`src/rtl/pipc_pkg.sv`:
```
// Shared constants and helpers for the point-in-polygon crossing test.
package pipc_pkg;

	// Width of the result field carried on the output stream
	localparam int INSIDE_W = 1;

	// Round a field width up to whole bytes for stream data buses
	function automatic int pad_bytes(input int bits);
		return ((bits + 7) / 8) * 8;
	endfunction

endpackage

```
`src/rtl/pipc_mul.sv`:
```
// Shared registered signed-by-unsigned multiplier for the edge crossing terms.
module pipc_mul
	import pipc_pkg::*;
#(
	parameter int COORD_BITS = 16
) (
	input  logic                             clk,
	input  logic                             en,
	input  logic signed [COORD_BITS:0]       a,   // signed coordinate offset
	input  logic        [COORD_BITS+1:0]     b,   // non-negative weight
	output logic signed [2*COORD_BITS+3:0]   p_s1
);

	logic signed [COORD_BITS+2:0] b_sgn;

	assign b_sgn = $signed({1'b0, b});

	// One product per enabled cycle, held otherwise
	always_ff @(posedge clk) begin
		if (en) begin
			p_s1 <= (2*COORD_BITS+4)'(a) * (2*COORD_BITS+4)'(b_sgn);
		end
	end

endmodule

```
`src/rtl/point_in_polygon_crossing_test_top.sv`:
```
// Top level of the point-in-polygon ray crossing test.
//
// Usage: one request on the s_ stream carries the query point and one polygon
// vertex. s_tuser marks the first vertex of a polygon, s_tlast the last one.
// Each vertex after the first closes an edge with the previous vertex; the
// edge is intersected with the diagonal ray z = x + (pz - px) toward +x and
// a parity bit toggles on a hit. On the last vertex one request leaves on the
// m_ stream with m_tdata[0] = 1 when the point is inside.
// Steps: a vertex with a tested edge passes edge setup, two products through
// the one shared multiplier, and final sum and compare, then returns to idle;
// a skipped edge (parallel to the ray, repeated vertex, or hit outside the
// edge span) goes from edge setup to the final step, and a vertex that opens
// a polygon goes from idle to the final step. New vertices wait until idle.
// Output: m_tvalid is set by the output register when the final step of a last
// vertex loads it.
// Stalls: the output register holds a result while m_tready is low; new
// vertices are still accepted, and only a further last vertex waits in its
// final step until the held result is taken.
// Reset: arst_n clears the previous vertex to zero, the parity, the
// have-previous flag and the output valid; no clearing pass is needed.
module point_in_polygon_crossing_test_top
	import pipc_pkg::*;
#(
	parameter  int COORD_BITS = 16,
	localparam int S_TDATA_W  = pad_bytes(4 * COORD_BITS),
	localparam int M_TDATA_W  = pad_bytes(INSIDE_W)
) (
	input  logic                 clk,
	input  logic                 arst_n,
	input  logic                 s_tvalid,
	output logic                 s_tready,
	// point_x, point_z, vertex_x, vertex_z (COORD_BITS each), zero pad
	input  logic [S_TDATA_W-1:0] s_tdata,
	// first_vertex
	input  logic [0:0]           s_tuser,
	input  logic                 s_tlast,
	output logic                 m_tvalid,
	input  logic                 m_tready,
	// inside_res, zero pad
	output logic [M_TDATA_W-1:0] m_tdata
);

	localparam int W = COORD_BITS;

	typedef enum logic [2:0] {
		ST_IDLE,
		ST_EDGE,
		ST_MULA,
		ST_MULB,
		ST_FIN
	} state_t;

	state_t state_q;

	logic signed [W-1:0] px_q, pz_q, bx_q, bz_q;
	logic signed [W-1:0] prev_x_q, prev_z_q;
	logic                have_prev_q, parity_q, clr_q, last_q, calc_q;
	logic signed [W:0]   ua_q, ub_q;
	logic        [W+1:0] dmn_q, num_q;
	logic signed [2*W+4:0] acc_q;
	logic                m_tvalid_q;
	logic [M_TDATA_W-1:0] m_tdata_q;

	logic signed [W+1:0] den_w, num_w, den_abs, num_adj;
	logic                edge_ok;
	logic                mul_en;
	logic signed [W:0]   mul_a;
	logic        [W+1:0] mul_b;
	logic signed [2*W+3:0] prod;
	logic signed [2*W+4:0] sum;
	logic                hit, par_new, out_busy, out_load, s_acc;

	// Edge setup: ray-relative denominator and numerator, sign normalized
	always_comb begin
		den_w = (W+2)'(bz_q) - (W+2)'(prev_z_q) - (W+2)'(bx_q) + (W+2)'(prev_x_q);
		num_w = (W+2)'(pz_q) - (W+2)'(px_q) - (W+2)'(prev_z_q) + (W+2)'(prev_x_q);
		den_abs = den_w[W+1] ? -den_w : den_w;
		num_adj = den_w[W+1] ? -num_w : num_w;
		edge_ok = (den_w != '0) && !num_adj[W+1] && (num_adj <= den_abs);
	end

	// Multiplier operand select per step
	always_comb begin
		mul_en = (state_q == ST_MULA) || (state_q == ST_MULB);
		mul_a  = (state_q == ST_MULB) ? ub_q : ua_q;
		mul_b  = (state_q == ST_MULB) ? num_q : dmn_q;
	end

	pipc_mul #(
		.COORD_BITS(W)
	) u_mul (
		.clk  (clk),
		.en   (mul_en),
		.a    (mul_a),
		.b    (mul_b),
		.p_s1 (prod)
	);

	// Final sum of both weighted terms and new parity
	always_comb begin
		sum     = acc_q + (2*W+5)'(prod);
		hit     = calc_q && !sum[2*W+4] && (sum != '0);
		par_new = clr_q ? 1'b0 : (parity_q ^ hit);
	end

	assign out_busy = m_tvalid_q && !m_tready;
	assign out_load = (state_q == ST_FIN) && last_q && !out_busy;
	assign s_tready = (state_q == ST_IDLE);
	assign s_acc    = s_tvalid && s_tready;
	assign m_tvalid = m_tvalid_q;
	assign m_tdata  = m_tdata_q;

	// Sequencer, state and output register
	always_ff @(posedge clk or negedge arst_n) begin
		if (!arst_n) begin
			state_q     <= ST_IDLE;
			prev_x_q    <= '0;
			prev_z_q    <= '0;
			have_prev_q <= 1'b0;
			parity_q    <= 1'b0;
			clr_q       <= 1'b0;
			last_q      <= 1'b0;
			calc_q      <= 1'b0;
			m_tvalid_q  <= 1'b0;
			m_tdata_q   <= '0;
		end else begin
			// Load a new result, else drop the one just taken
			if (out_load) begin
				m_tvalid_q <= 1'b1;
				m_tdata_q  <= M_TDATA_W'(par_new);
			end else if (m_tready) begin
				m_tvalid_q <= 1'b0;
			end
			unique case (state_q)
				ST_IDLE: begin
					if (s_acc) begin
						clr_q   <= s_tuser[0] || !have_prev_q;
						last_q  <= s_tlast;
						calc_q  <= 1'b0;
						state_q <= (s_tuser[0] || !have_prev_q) ? ST_FIN : ST_EDGE;
					end
				end
				ST_EDGE: begin
					calc_q  <= edge_ok;
					state_q <= edge_ok ? ST_MULA : ST_FIN;
				end
				ST_MULA: begin
					state_q <= ST_MULB;
				end
				ST_MULB: begin
					state_q <= ST_FIN;
				end
				ST_FIN: begin
					if (!(last_q && out_busy)) begin
						prev_x_q <= bx_q;
						prev_z_q <= bz_q;
						state_q  <= ST_IDLE;
						if (last_q) begin
							parity_q    <= 1'b0;
							have_prev_q <= 1'b0;
						end else begin
							parity_q    <= par_new;
							have_prev_q <= 1'b1;
						end
					end
				end
				default: state_q <= ST_IDLE;
			endcase
		end
	end

	// Payload registers
	always_ff @(posedge clk) begin
		if (s_acc) begin
			px_q <= s_tdata[W-1:0];
			pz_q <= s_tdata[2*W-1:W];
			bx_q <= s_tdata[3*W-1:2*W];
			bz_q <= s_tdata[4*W-1:3*W];
		end
		if (state_q == ST_EDGE) begin
			ua_q  <= (W+1)'(prev_x_q) - (W+1)'(px_q);
			ub_q  <= (W+1)'(bx_q) - (W+1)'(px_q);
			dmn_q <= den_abs - num_adj;
			num_q <= num_adj;
		end
		if (state_q == ST_MULB) begin
			acc_q <= (2*W+5)'(prod);
		end
	end

endmodule

```
`config.mk`:
```
export PLATFORM = sky130hd
export DESIGN_NAME = point_in_polygon_crossing_test_top
export DESIGN_NICKNAME = d
export VERILOG_FILES = /design/src/rtl/pipc_pkg.sv /design/src/rtl/pipc_mul.sv /design/src/rtl/point_in_polygon_crossing_test_top.sv
export SDC_FILE = /design/constraint.sdc
export NUM_CORES = 1
export LEC_CHECK = 0
export BUFFER_PORTS_ARGS = -buffer_cell sky130_fd_sc_hd__buf_2
export CORE_AREA = 2 2 236 238
export DETAILED_ROUTE_END_ITERATION = 7
export DIE_AREA = 0 0 238 240
export GPL_ROUTABILITY_DRIVEN = 1
export GPL_TIMING_DRIVEN = 0
export PLACE_DENSITY = 0.76
export SYNTH_ARGS = -nofsm -noshare
export SYNTH_HDL_FRONTEND = slang
export SYNTH_SLANG_ARGS = --single-unit
```
`constraint.sdc`:
```
create_clock -name clk -period 9.4 [get_ports clk]
set_input_delay 1.41 -clock clk [delete_from_list [all_inputs] [get_ports clk]]
set_output_delay 1.41 -clock clk [all_outputs]
set_load 0.1 [all_outputs]
```
==> impl_metrics.toml <==
[logic_synthesis]
synth_edf_count = 206
ys.flop_type = "edfxtp_1"
synth-seq-cells = 248
yosys.area.top_type = "edfxtp_1"
syn_inst = 2789
synth_area_sq_mm = 0.0271
synth_top_area_share_pct = 22.8
synth.distinct_cells = 79
synth_area_leaders = "edfxtp_1, fa_1, ha_1"
synth_area_per_cell_sq_um = 9.72
seq_area_frac_synth_pct = 26.7
yosys_warnings = 0
synthArstFlopShare_pct = 16.9

[status]
status = "finished, final reports clean"

[placement]
dp_slack_ps = -42.8
routabilityCongestion = 0.958
dpl.cell_count = 3574
portBuffers = 72
dp.final_hpwl_microns = 52100

[timing]
setup_slack_ps = 440
hold_violations = 0
worst_slew_pin_slew_ps = 1370
skew_ps = 26.9
period_minus_slack_ps = 8960
hold_slack_ps = 457
fin_crit_sh_pct = 95.3
rsz0062_at_grt = "no"
max_freq_mhz = 112
setup_viol = 0
slew_headroom_pct = 5.72
finalMaxSlewViolations = 0

[route]
routedWlPerCell_microns = 17.6
drcViolationCount = 0
avgViaCountPerCell = 5.51
vias = 20000
firstDrtPassIters = 5
drt_iter0_markers = 1402
final_antenna_net_count = 0
routed_wl_microns = 63600

[die]
io_pins = 80
fp.dieW_microns = 238
start_util_pct = 49.6
row_count = 86
core_sq_mm = 0.0547
die-area_sq_mm = 0.0571
chipHeight_microns = 240

[finish]
syn_to_final_growth_pct = 8.35
drive_gt1_share_pct = 7.30
stdcell_count = 3622
fin_util_pct = 53.7
final_nets = 3530
antenna_cells = 0

[run]
cap_violations = 0

[clock_tree]
path_clk_slew_ps = 60
cts_root_buf = "clkbuf_16"
cts_buffers = 27
clockBufferDepth = 3
tritoncts = "done"
cts_hold_buf = 0
clk_latency_ps = 580
htree_levels = 1
clkSinkCount = 248
post_cts_resized = 4
cts_setup_buffers = 0

[setup_path]
startpoint_type = "flip-flop"
worstPathArrival_ps = 9270
cp-end-kind = "flip-flop"
critPathMaxFanout = 10
crit_type = "reg2reg"
cp_data_required_time_ps = 9710

[global_routing]
overflow = 0
grt_antenna_before_repair = 0
grt_pass1_vias = 20600
grt_usage_pct = 22.7
grt_max_degree = 69
grt_pass1_wl_microns = 103000

[min_path]
holdCritPathClass = "reg2reg"
==> synth_stat cells (6+ instances only) <==
master	number
nand4_1	14
inv_1	491
clkbuf_1	52
buf_1	11
and2_1	21
nand3_1	39
and3_1	16
ha_1	254
o211ai_1	13
nand2_1	293
nor4_1	9
xnor2_1	92
fa_1	309
a31oi_1	18
a21boi_0	21
o31ai_1	7
mux2i_1	34
xor2_1	40
o2111ai_1	15
or3_1	8
o21ai_0	97
buf_4	7
edfxtp_1	206
a21o_1	46
nor3b_1	6
nor2b_1	24
or2_2	7
nand2b_1	32
nor3_1	41
nor2_1	227
o21bai_1	12
a31o_2	6
o21a_1	15
a21oi_1	108
dfrtp_1	42
a211oi_1	17
mux2_2	47
==> final timing paths <==
kind                                       endpoint  cells after the start  slack, ps                      from
max in group asynchronous    state_q[1]$_DFFE_PN0P_                      1       7640                    arst_n
min in group asynchronous  prev_z_q[12]$_DFFE_PN0P_                      1       1040                    arst_n
hold reg to reg                 acc_q[33]$_DFFE_PP_                      0        460  u_mul.p_s1[33]$_DFFE_PP_
setup reg to reg           u_mul.p_s1[34]$_DFFE_PP_                     27        440    state_q[2]$_DFFE_PN0P_
hold / removal                  acc_q[33]$_DFFE_PP_                      0        460  u_mul.p_s1[33]$_DFFE_PP_
setup / recovery           u_mul.p_s1[34]$_DFFE_PP_                     27        440    state_q[2]$_DFFE_PN0P_
==> metal layers <==
metal	share of wire (%)	global-route usage [%]	up-vias
met5	0	0	-
met4	4.4	9.13	0
met3	6.5	3.71	172
met2	49	40.2	666
met1	40	27.8	9653
li1	-	-	9467
==> area by class of cell <==
class                           count  area [sq um]
Clock inverter                     15           140
Inverter                          491          1840
Fill cell                        4808         25300
Buffer                             68           292
Tap cell                          704           881
Sequential cell                   248          7240
Timing Repair Buffer               75           428
Multi-Input combinational cell   1986         17800
Clock buffer                       35           726
==> flip-flops by register name, summed over array words and instances (netlist names), 3 cells and up <==
signal	count
ua_q	17
u_mul.p_s1	36
px_q	16
bz_q	16
prev_x_q	16
bx_q	16
ub_q	17
num_q	18
pz_q	16
state_q	3
prev_z_q	16
acc_q	36
dmn_q	18
==> logic make-up after synthesis <==
group	count (synthesis)	share of synthesized area, %
xor+xnor	132	4.27
compound gates	438	10.6
flops	248	26.7
simple gates	765	12.8
mux	81	3.21
buf+inv	561	7.87
fa+ha+maj	563	34.5
other cells	1	0.0138
==> metrics by stage <==
stage,setup TNS [ps],cell area [sq um]
2_1_floorplan,0,27100
3_3_place_gp,-40410,28400
3_5_place_dp,-42.8,28500
4_1_cts,0,29300
5_1_grt,0,29400
6_report,0,29400
==> critical path: stages (launching register included) <==
cell,delay [ps]
dfrtp_1,320
clkbuf_1,370
nor2b_4,140
nand2_1,330
clkbuf_1,560
mux2_2,350
clkbuf_1,610
nand2_1,150
fa_1,510
inv_1,60
fa_1,570
fa_1,450
fa_1,540
inv_1,50
fa_1,470
inv_1,50
fa_1,430
ha_1,360
a21o_1,180
a21o_1,160
a21o_1,180
a21o_1,170
a21oi_1,350
a41oi_1,260
o211ai_1,430
a211o_1,210
nand2_1,70
a311o_1,350
==> placed cells by master, fill, tap and decap left out, types with 8 or more instances in the layout <==
| cell type | instances |
|---|---|
| inv_1 | 491 |
| fa_1 | 309 |
| nand2_1 | 293 |
| ha_1 | 254 |
| nor2_1 | 226 |
| edfxtp_1 | 206 |
| a21oi_1 | 108 |
| o21ai_0 | 97 |
| xnor2_1 | 92 |
| buf_2 | 72 |
| clkbuf_1 | 52 |
| mux2_2 | 47 |
| a21o_1 | 46 |
| dfrtp_1 | 42 |
| nor3_1 | 41 |
| xor2_1 | 40 |
| nand3_1 | 39 |
| nand2b_1 | 32 |
| clkbuf_16 | 27 |
| nor2b_1 | 23 |
| mux2i_1 | 21 |
| and2_1 | 21 |
| a21boi_0 | 21 |
| a31oi_1 | 18 |
| a211oi_1 | 17 |
| and3_1 | 16 |
| o2111ai_1 | 15 |
| o21a_1 | 15 |
| nand4_1 | 14 |
| mux2i_2 | 13 |
| o211ai_1 | 13 |
| o21bai_1 | 12 |
| buf_1 | 9 |
| nor4_1 | 9 |
| or3_1 | 8 |
Power is not shown: default switching activity piles up to over one toggle a cycle in this logic, so the estimate is an artifact.
